`config.mk`:
```
export PLATFORM = sky130hd
export DESIGN_NAME = lzss_decoded_length_counter_top_flat
export DESIGN_NICKNAME = d
export VERILOG_FILES = /design/src/rtl/lzdlc_pkg.sv /design/src/rtl/lzdlc_in_if.sv /design/src/rtl/lzdlc_out_if.sv /design/src/rtl/lzdlc_top.sv /design/src/rtl/lzdlc_cfg.sv /design/src/rtl/lzdlc_walk.sv /design/src/flat_wrapper.sv
export SDC_FILE = /design/constraint.sdc
export NUM_CORES = 1
export LEC_CHECK = 0
export BUFFER_PORTS_ARGS = -buffer_cell sky130_fd_sc_hd__buf_4
export CAP_MARGIN = 20
export CORE_ASPECT_RATIO = 0.8
export CORE_MARGIN = 2
export CORE_UTILIZATION = 61
export CTS_CLUSTER_SIZE = 25
export DETAILED_ROUTE_END_ITERATION = 16
export PLACE_DENSITY = 0.91
export SLEW_MARGIN = 20
export SYNTH_ARGS = -nofsm -noshare
export SYNTH_HDL_FRONTEND = slang
export SYNTH_SLANG_ARGS = --single-unit
```
`constraint.sdc`:
```
create_clock -name clk -period 14.6 [get_ports clk]
set_input_delay 4.38 -clock clk [delete_from_list [all_inputs] [get_ports clk]]
set_output_delay 4.38 -clock clk [all_outputs]
set_load 0.05 [all_outputs]
```
`src/rtl/lzdlc_pkg.sv`:
```
// shared types and constants for the lzss decoded length counter
package lzdlc_pkg;

  localparam int LEN_BITS        = 29;
  localparam int COUNT_BITS_DEF  = 29;
  localparam int BYTE_BITS       = 8;
  localparam int FLAG_BITS       = 16;
  localparam int ADD_BITS        = 5;
  localparam int DATA_BITS       = 32;
  localparam int ADDR_BITS       = 3;

  localparam logic [LEN_BITS-1:0]  MAX_RESET  = LEN_BITS'(32'h1000_0000);
  localparam logic [BYTE_BITS-1:0] FLAG_FILL  = 8'hFF;
  localparam logic [ADD_BITS-1:0]  LIT_ADD    = 5'd1;
  localparam logic [ADD_BITS-1:0]  MATCH_BASE = 5'd3;

  // register index taken from paddr[2]
  localparam logic REG_MAX_LEN = 1'b0;

  typedef enum logic [1:0] {
    PH_IDLE       = 2'd0,
    PH_AFTER_FLAG = 2'd1,
    PH_MATCH_HI   = 2'd2
  } phase_t;

  typedef enum logic [1:0] {
    ST_OK       = 2'd0,
    ST_EMPTY    = 2'd1,
    ST_TOO_LONG = 2'd2
  } status_t;

endpackage

```
`src/rtl/lzdlc_in_if.sv`:
```
// input channel: one compressed payload byte per word
interface lzdlc_in_if;
  logic                             valid;
  logic                             ready;
  logic [lzdlc_pkg::BYTE_BITS-1:0]  data_byte;
  logic                             last_byte;

  modport source (output valid, output data_byte, output last_byte, input ready);
  modport sink   (input valid, input data_byte, input last_byte, output ready);
endinterface

```
`src/rtl/lzdlc_out_if.sv`:
```
// output channel: decoded length and status per payload
interface lzdlc_out_if;
  logic                            valid;
  logic                            ready;
  logic [lzdlc_pkg::LEN_BITS-1:0]  decoded_length;
  logic [1:0]                      status;

  modport source (output valid, output decoded_length, output status, input ready);
  modport sink   (input valid, input decoded_length, input status, output ready);
endinterface

```
`src/rtl/lzdlc_top.sv`:
```
// Top level of the LZSS decoded length counter. Each input word is one
// compressed payload byte; the block walks the flag/literal/match tokens
// and counts the bytes the stream would decode to. A byte marked last
// yields one output word with the length and a status (ok, empty, too
// long); other bytes yield nothing. One byte is taken per clock: the byte
// is registered, the token step and count add are combinational into the
// walk state, and the result sits in an output register so the next
// payload keeps flowing while it waits. The result word passes from the
// input register to the output register; a last byte stalls the input only while
// the previous result is still unread. The length limit is written
// through the APB port at address 0.
module lzss_decoded_length_counter_top #(
  parameter int COUNT_BITS = lzdlc_pkg::COUNT_BITS_DEF
) (
  input  logic                             clk,
  input  logic                             rst,
  lzdlc_in_if.sink                         tokens,
  lzdlc_out_if.source                      lengths,
  input  logic                             psel,
  input  logic                             penable,
  input  logic                             pwrite,
  input  logic [lzdlc_pkg::ADDR_BITS-1:0]  paddr,
  input  logic [lzdlc_pkg::DATA_BITS-1:0]  pwdata,
  output logic [lzdlc_pkg::DATA_BITS-1:0]  prdata,
  output logic                             pready
);

  logic [lzdlc_pkg::LEN_BITS-1:0] max_len;

  lzdlc_cfg u_cfg (
    .clk     (clk),
    .rst     (rst),
    .psel    (psel),
    .penable (penable),
    .pwrite  (pwrite),
    .paddr   (paddr),
    .pwdata  (pwdata),
    .prdata  (prdata),
    .pready  (pready),
    .max_len (max_len)
  );

  lzdlc_walk #(
    .COUNT_BITS (COUNT_BITS)
  ) u_walk (
    .clk     (clk),
    .rst     (rst),
    .max_len (max_len),
    .tokens  (tokens),
    .lengths (lengths)
  );

endmodule

```
`src/rtl/lzdlc_cfg.sv`:
```
// apb register file holding the maximum decoded length
module lzdlc_cfg (
  input  logic                                clk,
  input  logic                                rst,
  input  logic                                psel,
  input  logic                                penable,
  input  logic                                pwrite,
  input  logic [lzdlc_pkg::ADDR_BITS-1:0]     paddr,
  input  logic [lzdlc_pkg::DATA_BITS-1:0]     pwdata,
  output logic [lzdlc_pkg::DATA_BITS-1:0]     prdata,
  output logic                                pready,
  output logic [lzdlc_pkg::LEN_BITS-1:0]      max_len
);

  logic wr_en;

  assign pready = 1'b1;
  assign wr_en  = psel && penable && pwrite && pready;

  always_ff @(posedge clk) begin
    if (rst) begin
      max_len <= lzdlc_pkg::MAX_RESET;
    end else if (wr_en && paddr[2] == lzdlc_pkg::REG_MAX_LEN) begin
      max_len <= pwdata[lzdlc_pkg::LEN_BITS-1:0];
    end
  end

  always_comb begin
    prdata = '0;
    if (paddr[2] == lzdlc_pkg::REG_MAX_LEN) begin
      prdata = lzdlc_pkg::DATA_BITS'(max_len);
    end
  end

endmodule

```
`src/rtl/lzdlc_walk.sv`:
```
// input register, token walk with running count, and result register
module lzdlc_walk #(
  parameter int COUNT_BITS = lzdlc_pkg::COUNT_BITS_DEF
) (
  input  logic                            clk,
  input  logic                            rst,
  input  logic [lzdlc_pkg::LEN_BITS-1:0]  max_len,
  lzdlc_in_if.sink                        tokens,
  lzdlc_out_if.source                     lengths
);

  localparam int W = ((COUNT_BITS > lzdlc_pkg::LEN_BITS) ? COUNT_BITS
                                                         : lzdlc_pkg::LEN_BITS) + 1;
  localparam logic [W-1:0] CNT_MASK = W'((65'd1 << COUNT_BITS) - 65'd1);

  // input stage
  logic                              in_full;
  logic [lzdlc_pkg::BYTE_BITS-1:0]   in_byte;
  logic                              in_last;

  // walk state
  lzdlc_pkg::phase_t                 phase, phase_next;
  logic [lzdlc_pkg::FLAG_BITS-1:0]   flags, flags_next;
  logic [COUNT_BITS-1:0]             count;
  logic                              ovf;

  // result stage
  logic                              res_full;
  logic [lzdlc_pkg::LEN_BITS-1:0]    res_len, res_len_next;
  lzdlc_pkg::status_t                res_status, res_status_next;

  logic                              can_go;
  logic                              add_en;
  logic [lzdlc_pkg::ADD_BITS-1:0]    add_n;
  logic [lzdlc_pkg::FLAG_BITS-1:0]   shifted;
  logic [W-1:0]                      limit;
  logic [W-1:0]                      max_ext;
  logic [W-1:0]                      sum;
  logic [COUNT_BITS-1:0]             count_upd;
  logic                              ovf_upd;

  assign can_go         = in_full && (!in_last || !res_full || lengths.ready);
  assign tokens.ready   = !in_full || can_go;
  assign lengths.valid  = res_full;
  assign lengths.decoded_length = res_len;
  assign lengths.status = res_status;

  always_ff @(posedge clk) begin
    if (rst) begin
      in_full <= 1'b0;
    end else if (tokens.ready) begin
      in_full <= tokens.valid;
    end
  end

  always_ff @(posedge clk) begin
    if (tokens.ready && tokens.valid) begin
      in_byte <= tokens.data_byte;
      in_last <= tokens.last_byte;
    end
  end

  assign max_ext = W'(max_len);
  assign limit   = (max_ext < CNT_MASK) ? max_ext : CNT_MASK;
  assign shifted = flags >> 1;

  // token decode
  always_comb begin
    phase_next = lzdlc_pkg::PH_IDLE;
    flags_next = flags;
    add_en     = 1'b0;
    add_n      = lzdlc_pkg::LIT_ADD;
    unique case (phase)
      lzdlc_pkg::PH_AFTER_FLAG: begin
        if (flags[0]) begin
          add_en = 1'b1;
        end else begin
          phase_next = lzdlc_pkg::PH_MATCH_HI;
        end
      end
      lzdlc_pkg::PH_MATCH_HI: begin
        add_en = 1'b1;
        add_n  = lzdlc_pkg::ADD_BITS'(in_byte[3:0]) + lzdlc_pkg::MATCH_BASE;
      end
      default: begin
        flags_next = shifted;
        if (!shifted[8]) begin
          flags_next = {lzdlc_pkg::FLAG_FILL, in_byte};
          phase_next = lzdlc_pkg::PH_AFTER_FLAG;
        end else if (shifted[0]) begin
          add_en = 1'b1;
        end else begin
          phase_next = lzdlc_pkg::PH_MATCH_HI;
        end
      end
    endcase
  end

  // count update with limit check
  always_comb begin
    sum       = W'(count) + W'(add_n);
    count_upd = count;
    ovf_upd   = ovf;
    if (add_en && !ovf) begin
      if (sum > limit) begin
        ovf_upd = 1'b1;
      end else begin
        count_upd = COUNT_BITS'(sum);
      end
    end
  end

  always_comb begin
    res_len_next    = '0;
    res_status_next = lzdlc_pkg::ST_OK;
    if (ovf_upd) begin
      res_status_next = lzdlc_pkg::ST_TOO_LONG;
    end else if (count_upd == '0) begin
      res_status_next = lzdlc_pkg::ST_EMPTY;
    end else begin
      res_len_next = lzdlc_pkg::LEN_BITS'(count_upd);
    end
  end

  always_ff @(posedge clk) begin
    if (rst) begin
      phase <= lzdlc_pkg::PH_IDLE;
      flags <= '0;
      count <= '0;
      ovf   <= 1'b0;
    end else if (can_go) begin
      if (in_last) begin
        phase <= lzdlc_pkg::PH_IDLE;
        flags <= '0;
        count <= '0;
        ovf   <= 1'b0;
      end else begin
        phase <= phase_next;
        flags <= flags_next;
        count <= count_upd;
        ovf   <= ovf_upd;
      end
    end
  end

  always_ff @(posedge clk) begin
    if (rst) begin
      res_full <= 1'b0;
    end else if (can_go && in_last) begin
      res_full <= 1'b1;
    end else if (lengths.ready) begin
      res_full <= 1'b0;
    end
  end

  always_ff @(posedge clk) begin
    if (can_go && in_last) begin
      res_len    <= res_len_next;
      res_status <= res_status_next;
    end
  end

  a_err_zero_len: assert property (@(posedge clk) disable iff (rst)
    res_full && res_status != lzdlc_pkg::ST_OK |-> res_len == '0)
    else $error("error result carries nonzero length");

  a_clear_after_last: assert property (@(posedge clk) disable iff (rst)
    can_go && in_last |=> count == '0 && !ovf && phase == lzdlc_pkg::PH_IDLE)
    else $error("walk state not cleared after last byte");

  a_ovf_sticky: assert property (@(posedge clk) disable iff (rst)
    ovf && !(can_go && in_last) |=> ovf)
    else $error("overflow flag dropped before last byte");

  a_no_result_loss: assert property (@(posedge clk) disable iff (rst)
    res_full && !lengths.ready |=> res_full && $stable(res_len))
    else $error("pending result lost");

endmodule

```
`src/flat_wrapper.sv`:
```
// flat-port wrapper written by rule: the top's interface ports become plain ports
module lzss_decoded_length_counter_top_flat 
#(
  parameter int COUNT_BITS = lzdlc_pkg::COUNT_BITS_DEF
)
  (clk, rst, psel, penable, pwrite, paddr, pwdata, prdata, pready, tokens_valid, tokens_data_byte, tokens_last_byte, tokens_ready, lengths_valid, lengths_decoded_length, lengths_status, lengths_ready);
  lzdlc_in_if tokens_i ();
  lzdlc_out_if lengths_i ();
  input  logic clk;
  input  logic rst;
  input  logic psel;
  input  logic penable;
  input  logic pwrite;
  input  logic [lzdlc_pkg::ADDR_BITS-1:0] paddr;
  input  logic [lzdlc_pkg::DATA_BITS-1:0] pwdata;
  output logic [lzdlc_pkg::DATA_BITS-1:0] prdata;
  output logic pready;
  input wire logic [$bits(tokens_i.valid)-1:0] tokens_valid;
  input wire logic [$bits(tokens_i.data_byte)-1:0] tokens_data_byte;
  input wire logic [$bits(tokens_i.last_byte)-1:0] tokens_last_byte;
  output wire logic [$bits(tokens_i.ready)-1:0] tokens_ready;
  output wire logic [$bits(lengths_i.valid)-1:0] lengths_valid;
  output wire logic [$bits(lengths_i.decoded_length)-1:0] lengths_decoded_length;
  output wire logic [$bits(lengths_i.status)-1:0] lengths_status;
  input wire logic [$bits(lengths_i.ready)-1:0] lengths_ready;
  assign tokens_i.valid = tokens_valid;
  assign tokens_i.data_byte = tokens_data_byte;
  assign tokens_i.last_byte = tokens_last_byte;
  assign tokens_ready = tokens_i.ready;
  assign lengths_valid = lengths_i.valid;
  assign lengths_decoded_length = lengths_i.decoded_length;
  assign lengths_status = lengths_i.status;
  assign lengths_i.ready = lengths_ready;
  lzss_decoded_length_counter_top #(.COUNT_BITS(COUNT_BITS)) u_core (.clk(clk), .rst(rst), .tokens(tokens_i), .lengths(lengths_i), .psel(psel), .penable(penable), .pwrite(pwrite), .paddr(paddr), .pwdata(pwdata), .prdata(prdata), .pready(pready));
endmodule
```
== Yosys cells after proc, flatten, opt, wreduce, memory -nomap -nowiden ==
Index checks and enable logic that the tools add are counted.

* Add/subtract/negate cells: 2
* $lt $le $gt $ge: 2
* Eq/ne operators: 3
* Multiplexer cells: 24
* Bitwise gates (word level): 1
* Reductions and logical operators: 19

{| class="wikitable"
|+ Operators by type and width
! operator !! count
|-
| 29-bit two-way mux || 5
|-
| 16-bit two-way mux || 3
|-
| 29-bit by 5-bit adder with 30-bit output || 1
|-
| 30-bit by 29-bit greater-than comparator with 1-bit output || 1
|-
| 29-bit zero test || 1
|-
| 29-bit less-than comparator (second input constant) || 1
|-
| 1-bit two-way mux || 9
|-
| 2-bit two-way mux || 4
|-
| 1-bit logical AND || 7
|-
| 4-bit by 2-bit adder with 5-bit output (second input constant) || 1
|-
| 5-bit two-way mux || 1
|-
| 1-bit zero test || 4
|-
| 2-bit case mux with 2 select lines || 1
|-
| 2-bit OR reduction || 2
|-
| 1-bit logical OR || 3
|-
| 2-bit by 1-bit == test with 1-bit output (second input constant) || 1
|-
| 2-bit == test (second input constant) || 1
|-
| 2-bit by 1-bit inequality test with 1-bit output (second input constant) || 1
|-
| 1-bit case mux with 2 select lines || 1
|-
| 2-bit AND reduction || 1
|-
| 2-bit nonzero test || 1
|-
| 1-bit NOT || 1
|}

* Flip-flop bits (word level): 119
* Input bits: 51
* Output and inout bits: 66
* Word-level logic and storage cells: 62

== Longest topological paths before layout ==
* Depth in word-level cells: 8
* Mapped depth: 24
* Gate-level depth less buffers: 22

== By module ==
From an unflattened synthesis, not the netlist that was laid out.

* Cell total of the unflattened synthesis: 807
* Area total of the unflattened synthesis: 7209.4 sq um

{| class="wikitable"
|+ By module, submodules not included
! module !! times used !! cells an instance !! area an instance (sq um) !! sequential area each (sq um)
|-
| lzdlc_walk || 1 || 642 || 5670.4 || 2202.1
|-
| lzdlc_cfg || 1 || 165 || 1539.0 || 580.6
|}

== Least setup slack after synthesis ==
No wires, ideal clock.

* Path type: input-to-output
* Start: in paddr[2] in the netlist's numbering
* End: out prdata[14] in the netlist's numbering
* Data arrival time: 5430 ps
* Data required time: 10220 ps
* Path slack: 4790 ps
* Cell stages on the path: 3
* Path buffers: 2
* Cells stage by stage: clkbuf_1 buf_1 nor2_1

* Longest elaborated chain between the ends: 1

{| class="wikitable"
|+ Ends and longest elaborated chain
! element !! line !! source
|-
| start: declaration || flat_wrapper.sv:14 || <nowiki>input logic [lzdlc_pkg::ADDR_BITS-1:0] paddr;</nowiki>
|-
| 29-bit two-way mux || lzdlc_cfg.sv:30 || <nowiki>if (paddr[2] == lzdlc_pkg::REG_MAX_LEN) begin</nowiki>
|-
| end: declaration || flat_wrapper.sv:16 || <nowiki>output logic [lzdlc_pkg::DATA_BITS-1:0] prdata;</nowiki>
|}

Every way passes these cells.

== Final worst setup path ==
* Start: in lengths_ready
* End: out tokens_ready

* Longest elaborated chain between the ends: 3

{| class="wikitable"
|+ Ends and longest elaborated chain
! element !! line !! source
|-
| start: declaration || flat_wrapper.sv:25 || <nowiki>input wire logic [$bits(lengths_i.ready)-1:0] lengths_ready;</nowiki>
|-
| 1-bit logical OR || lzdlc_walk.sv:42 || <nowiki>assign can_go = in_full && (!in_last || !res_full || lengths.ready);</nowiki>
|-
| 1-bit logical AND || lzdlc_walk.sv:42 ||
|-
| 1-bit logical OR || lzdlc_walk.sv:43 || <nowiki>assign tokens.ready = !in_full || can_go;</nowiki>
|-
| end: declaration || flat_wrapper.sv:21 || <nowiki>output wire logic [$bits(tokens_i.ready)-1:0] tokens_ready;</nowiki>
|}

Every way passes these cells.

==> run summary <==
Ys async rst share - 0%
Remaining DRCs - 0
Fin. Hold Viols - 0
Hold Path Cell Cnt - 2
Dpl hpwl - 12500 um
Initial antenna violation count - 0
Combinational power share - 7.7%
Initial Util - 62.6%
Avg Synthesized Cell Area - 8.37 um2
Sw frac - 22.8%
Critical path data required time - 10.22 ns
Top-count cell post-synth - nor2_1
Antenna-violating nets left - 0
Sw Pwr - 0.000192 W
Register Area - 2780 um2
Routability cong. - 1.02
Post-synthesis adder-cell area fraction - 7.11%
Width of the die - 122 um
Drt via density - 5.98
H-tree levels - 4
Worst skew pair latency - 0.42 ns
WL final - 17800 um
RSZ-0062 raised after global routing - false
Fin nets - 979
Reg2reg setup slack - 8.15 ns
Skew final - 0.00951 ns
Power Dens Cells - 103 nW/um2
Crit start category - primary input
GRT Residual Overflow - 0
Share of cells above drive strength 1 - 17.8%
Most frequent cells after synthesis - nor2_1, nand2_1, dfxtp_1
Max-slew violations - 0
Die area - 12000 um2
Pwr Total - 0.000843 W
Core ar. - 10800 um2
Main synth FF type - dfxtp_1
Post-cts resize count - 0
Post-synthesis mux area share - 1.14%
Diode count - 0
Finished Cell Area - 8180 um2
Compound-Gate Fraction of Synth Area - 16.4%
I/O Pins - 117
VDD IR-drop max - 0.0696 mV
Clock sink count - 119
CTS clk-pin slew, worst paths - 0.05 ns
CP Class - in -> out
Drt pass-1 iters - 6
Mapped Cells - 812
Fin cells - 1047
Area growth syn-to-layout - 20.4%
Vias - 6258
TritonCTS Buffers - 17
Critical path arrival - 5.09 ns
Reg2Reg Depth - 21
Largest cells by area after synthesis - dfxtp_1, edfxtp_1, ha_1
Worst-Margin Slew - 1.02 ns
CTS tree - yes
Setup crit end kind - output port
DR iter-0 viols - 671
Hold Path End - u_core.u_walk.flags[11]$_SDFFE_PP0P_
DR WL/cell - 17.0 um
Max Cap Violations - 0
Simple logic cell fraction of the synthesized area - 21.5%
Max-slew headroom - 31.7%
XOR/XNOR Fraction of Synth Area - 6.19%
Area share of the largest cell type after synthesis - 23.3%
Hold bufs inserted after CTS - 0
Synth cell types - 68
Post-synth EDFFs - 40
Sequential Power Share - 41.9%
YS warnings - 0
Row count - 34
Peak Freq - 106 MHz
Area of the multi-input gates - 3580 um2
Pre-CTS setup slack - 5.15 ns
Post-route setup TNS - 0 ns
Placed inst area - 7570 um2
Final setup viols - 0
Clock share of power - 50.3%
Seq/Total Area, Yosys - 41.0%
Setup ws final - 5.13 ns
Post-Syn Area - 6790 um2
Global-route wire length before repair - 28800 um
Fin crit period - 9.47 ns
Area leader, netlist - dfxtp_1
Largest family of logic cells by synthesized area - simple AND/OR/NAND/NOR gates
Run status - finished, final reports clean
R2R Path End - u_core.u_walk.lengths.status[0]$_SDFFCE_PP0P_
Reg2reg start - u_core.u_walk.in_byte[0]$_DFFE_PP_
Port bufs - 107
Final Cycle Share - 64.9%
Static leakage - 3.21 nW
Vias in the first global route - 5834
Pin count of the biggest net entering global routing - 80
CTS Root Cell - clkbuf_16
GRT Total Usage - 30.7%
Layout fillers - 779
DP Cell Count - 1014
Die height - 98.4 um
Min-delay src - u_core.u_walk.flags[11]$_SDFFE_PP0P_
Int Pwr - 0.000651 W
Worst-path fanout max - 4
Hold crit path type - reg -> reg
Clock buffer depth - 2
Post CTS Setup Buffer Count - 0
Yosys reg bits - 119
power groups by stage:
stage / registers, W / clock network, W / logic, W
2_1_floorplan: 0.000363 / 0 / 0.0000383
3_3_place_gp: 0.000360 / 0 / 0.0000616
3_5_place_dp: 0.000360 / 0 / 0.0000636
4_1_cts: 0.000353 / 0.000426 / 0.0000641
5_1_grt: 0.000354 / 0.000442 / 0.0000703
6_report: 0.000354 / 0.000424 / 0.0000651
logic make-up after synthesis:
logic type,count (synthesis)
and+or+nand+nor,318
other,2
adders and majority gates,38
xor gates and xnor gates,48
buffers and inverters,105
muxes,7
DFF,119
AOI/OAI and AO/OA,175
critical path, cell delays in order:
cell and delay, ns:
buf_4 0.11, nor2b_1 0.22, nand3_1 0.15, buf_4 0.24
layout make-up:
cell class	count	area share, %
repair buffers	113	10.4
flip-flops and latches	119	34.0
multi-input cells	590	43.8
clock inverters	10	1.54
clock buffers	22	5.80
inverters	49	2.25
well taps	144	2.20
registers in the layout, summed over array words and instances (netlist names):
signal / flops
u_core.u_cfg.max_len: 29
u_core.u_walk.count: 29
u_core.u_walk.flags: 16
u_core.u_walk.in_byte: 8
u_core.u_walk.in_full: 1
u_core.u_walk.in_last: 1
u_core.u_walk.lengths.decoded_length: 29
u_core.u_walk.lengths.status: 2
u_core.u_walk.lengths.valid: 1
u_core.u_walk.ovf: 1
u_core.u_walk.phase: 2
worst max-delay path by stage:
stage,from,endpoint,slack [ns],depth (start not counted)
2_1_floorplan,paddr[2],prdata[14],4.79,3
3_3_place_gp,lengths_ready,tokens_ready,5.17,4
3_5_place_dp,lengths_ready,tokens_ready,5.15,4
4_1_cts,lengths_ready,tokens_ready,5.15,4
5_1_grt,lengths_ready,tokens_ready,5.06,4
6_report,lengths_ready,tokens_ready,5.13,4
through the flow:
step,utilization (%),hold slack (ns)
after floorplan,-,0.428
after global placement,69.7,0.436
after detailed placement,69.8,0.441
after CTS,75.3,0.454
after global routing,75.4,0.470
final,75.4,0.451
cell usage in the layout (no fill, tap or decap), types with 3 or more instances in the layout:
cell type	n
o21ai_0	26
dfxtp_1	79
a21o_1	5
a21oi_1	75
inv_1	48
a22oi_1	28
o2111ai_1	3
nand2_1	103
nor4_1	7
clkbuf_8	3
and2_1	9
bufinv_16	3
or3_1	6
nand2b_1	4
conb_1	4
nand3_1	16
nor2_1	117
a211oi_1	7
a31oi_1	4
nand4_1	14
nor2b_1	4
clkinv_1	4
o21a_1	3
or4_1	4
xnor2_1	39
ha_1	37
clkbuf_16	17
nor3_1	16
xor2_1	9
edfxtp_1	40
buf_4	111
and3_1	4
mux2_2	6
metal layers:
metal	vias to the layer above	wire length [um]	global-route usage, %
met5	-	0	0
met4	0	386	10.5
met3	52	2030	9.35
met2	368	8020	47.4
met1	2882	7390	41.1
li1	2956	-	-
Note: power is estimated with default switching activity, not from simulation.
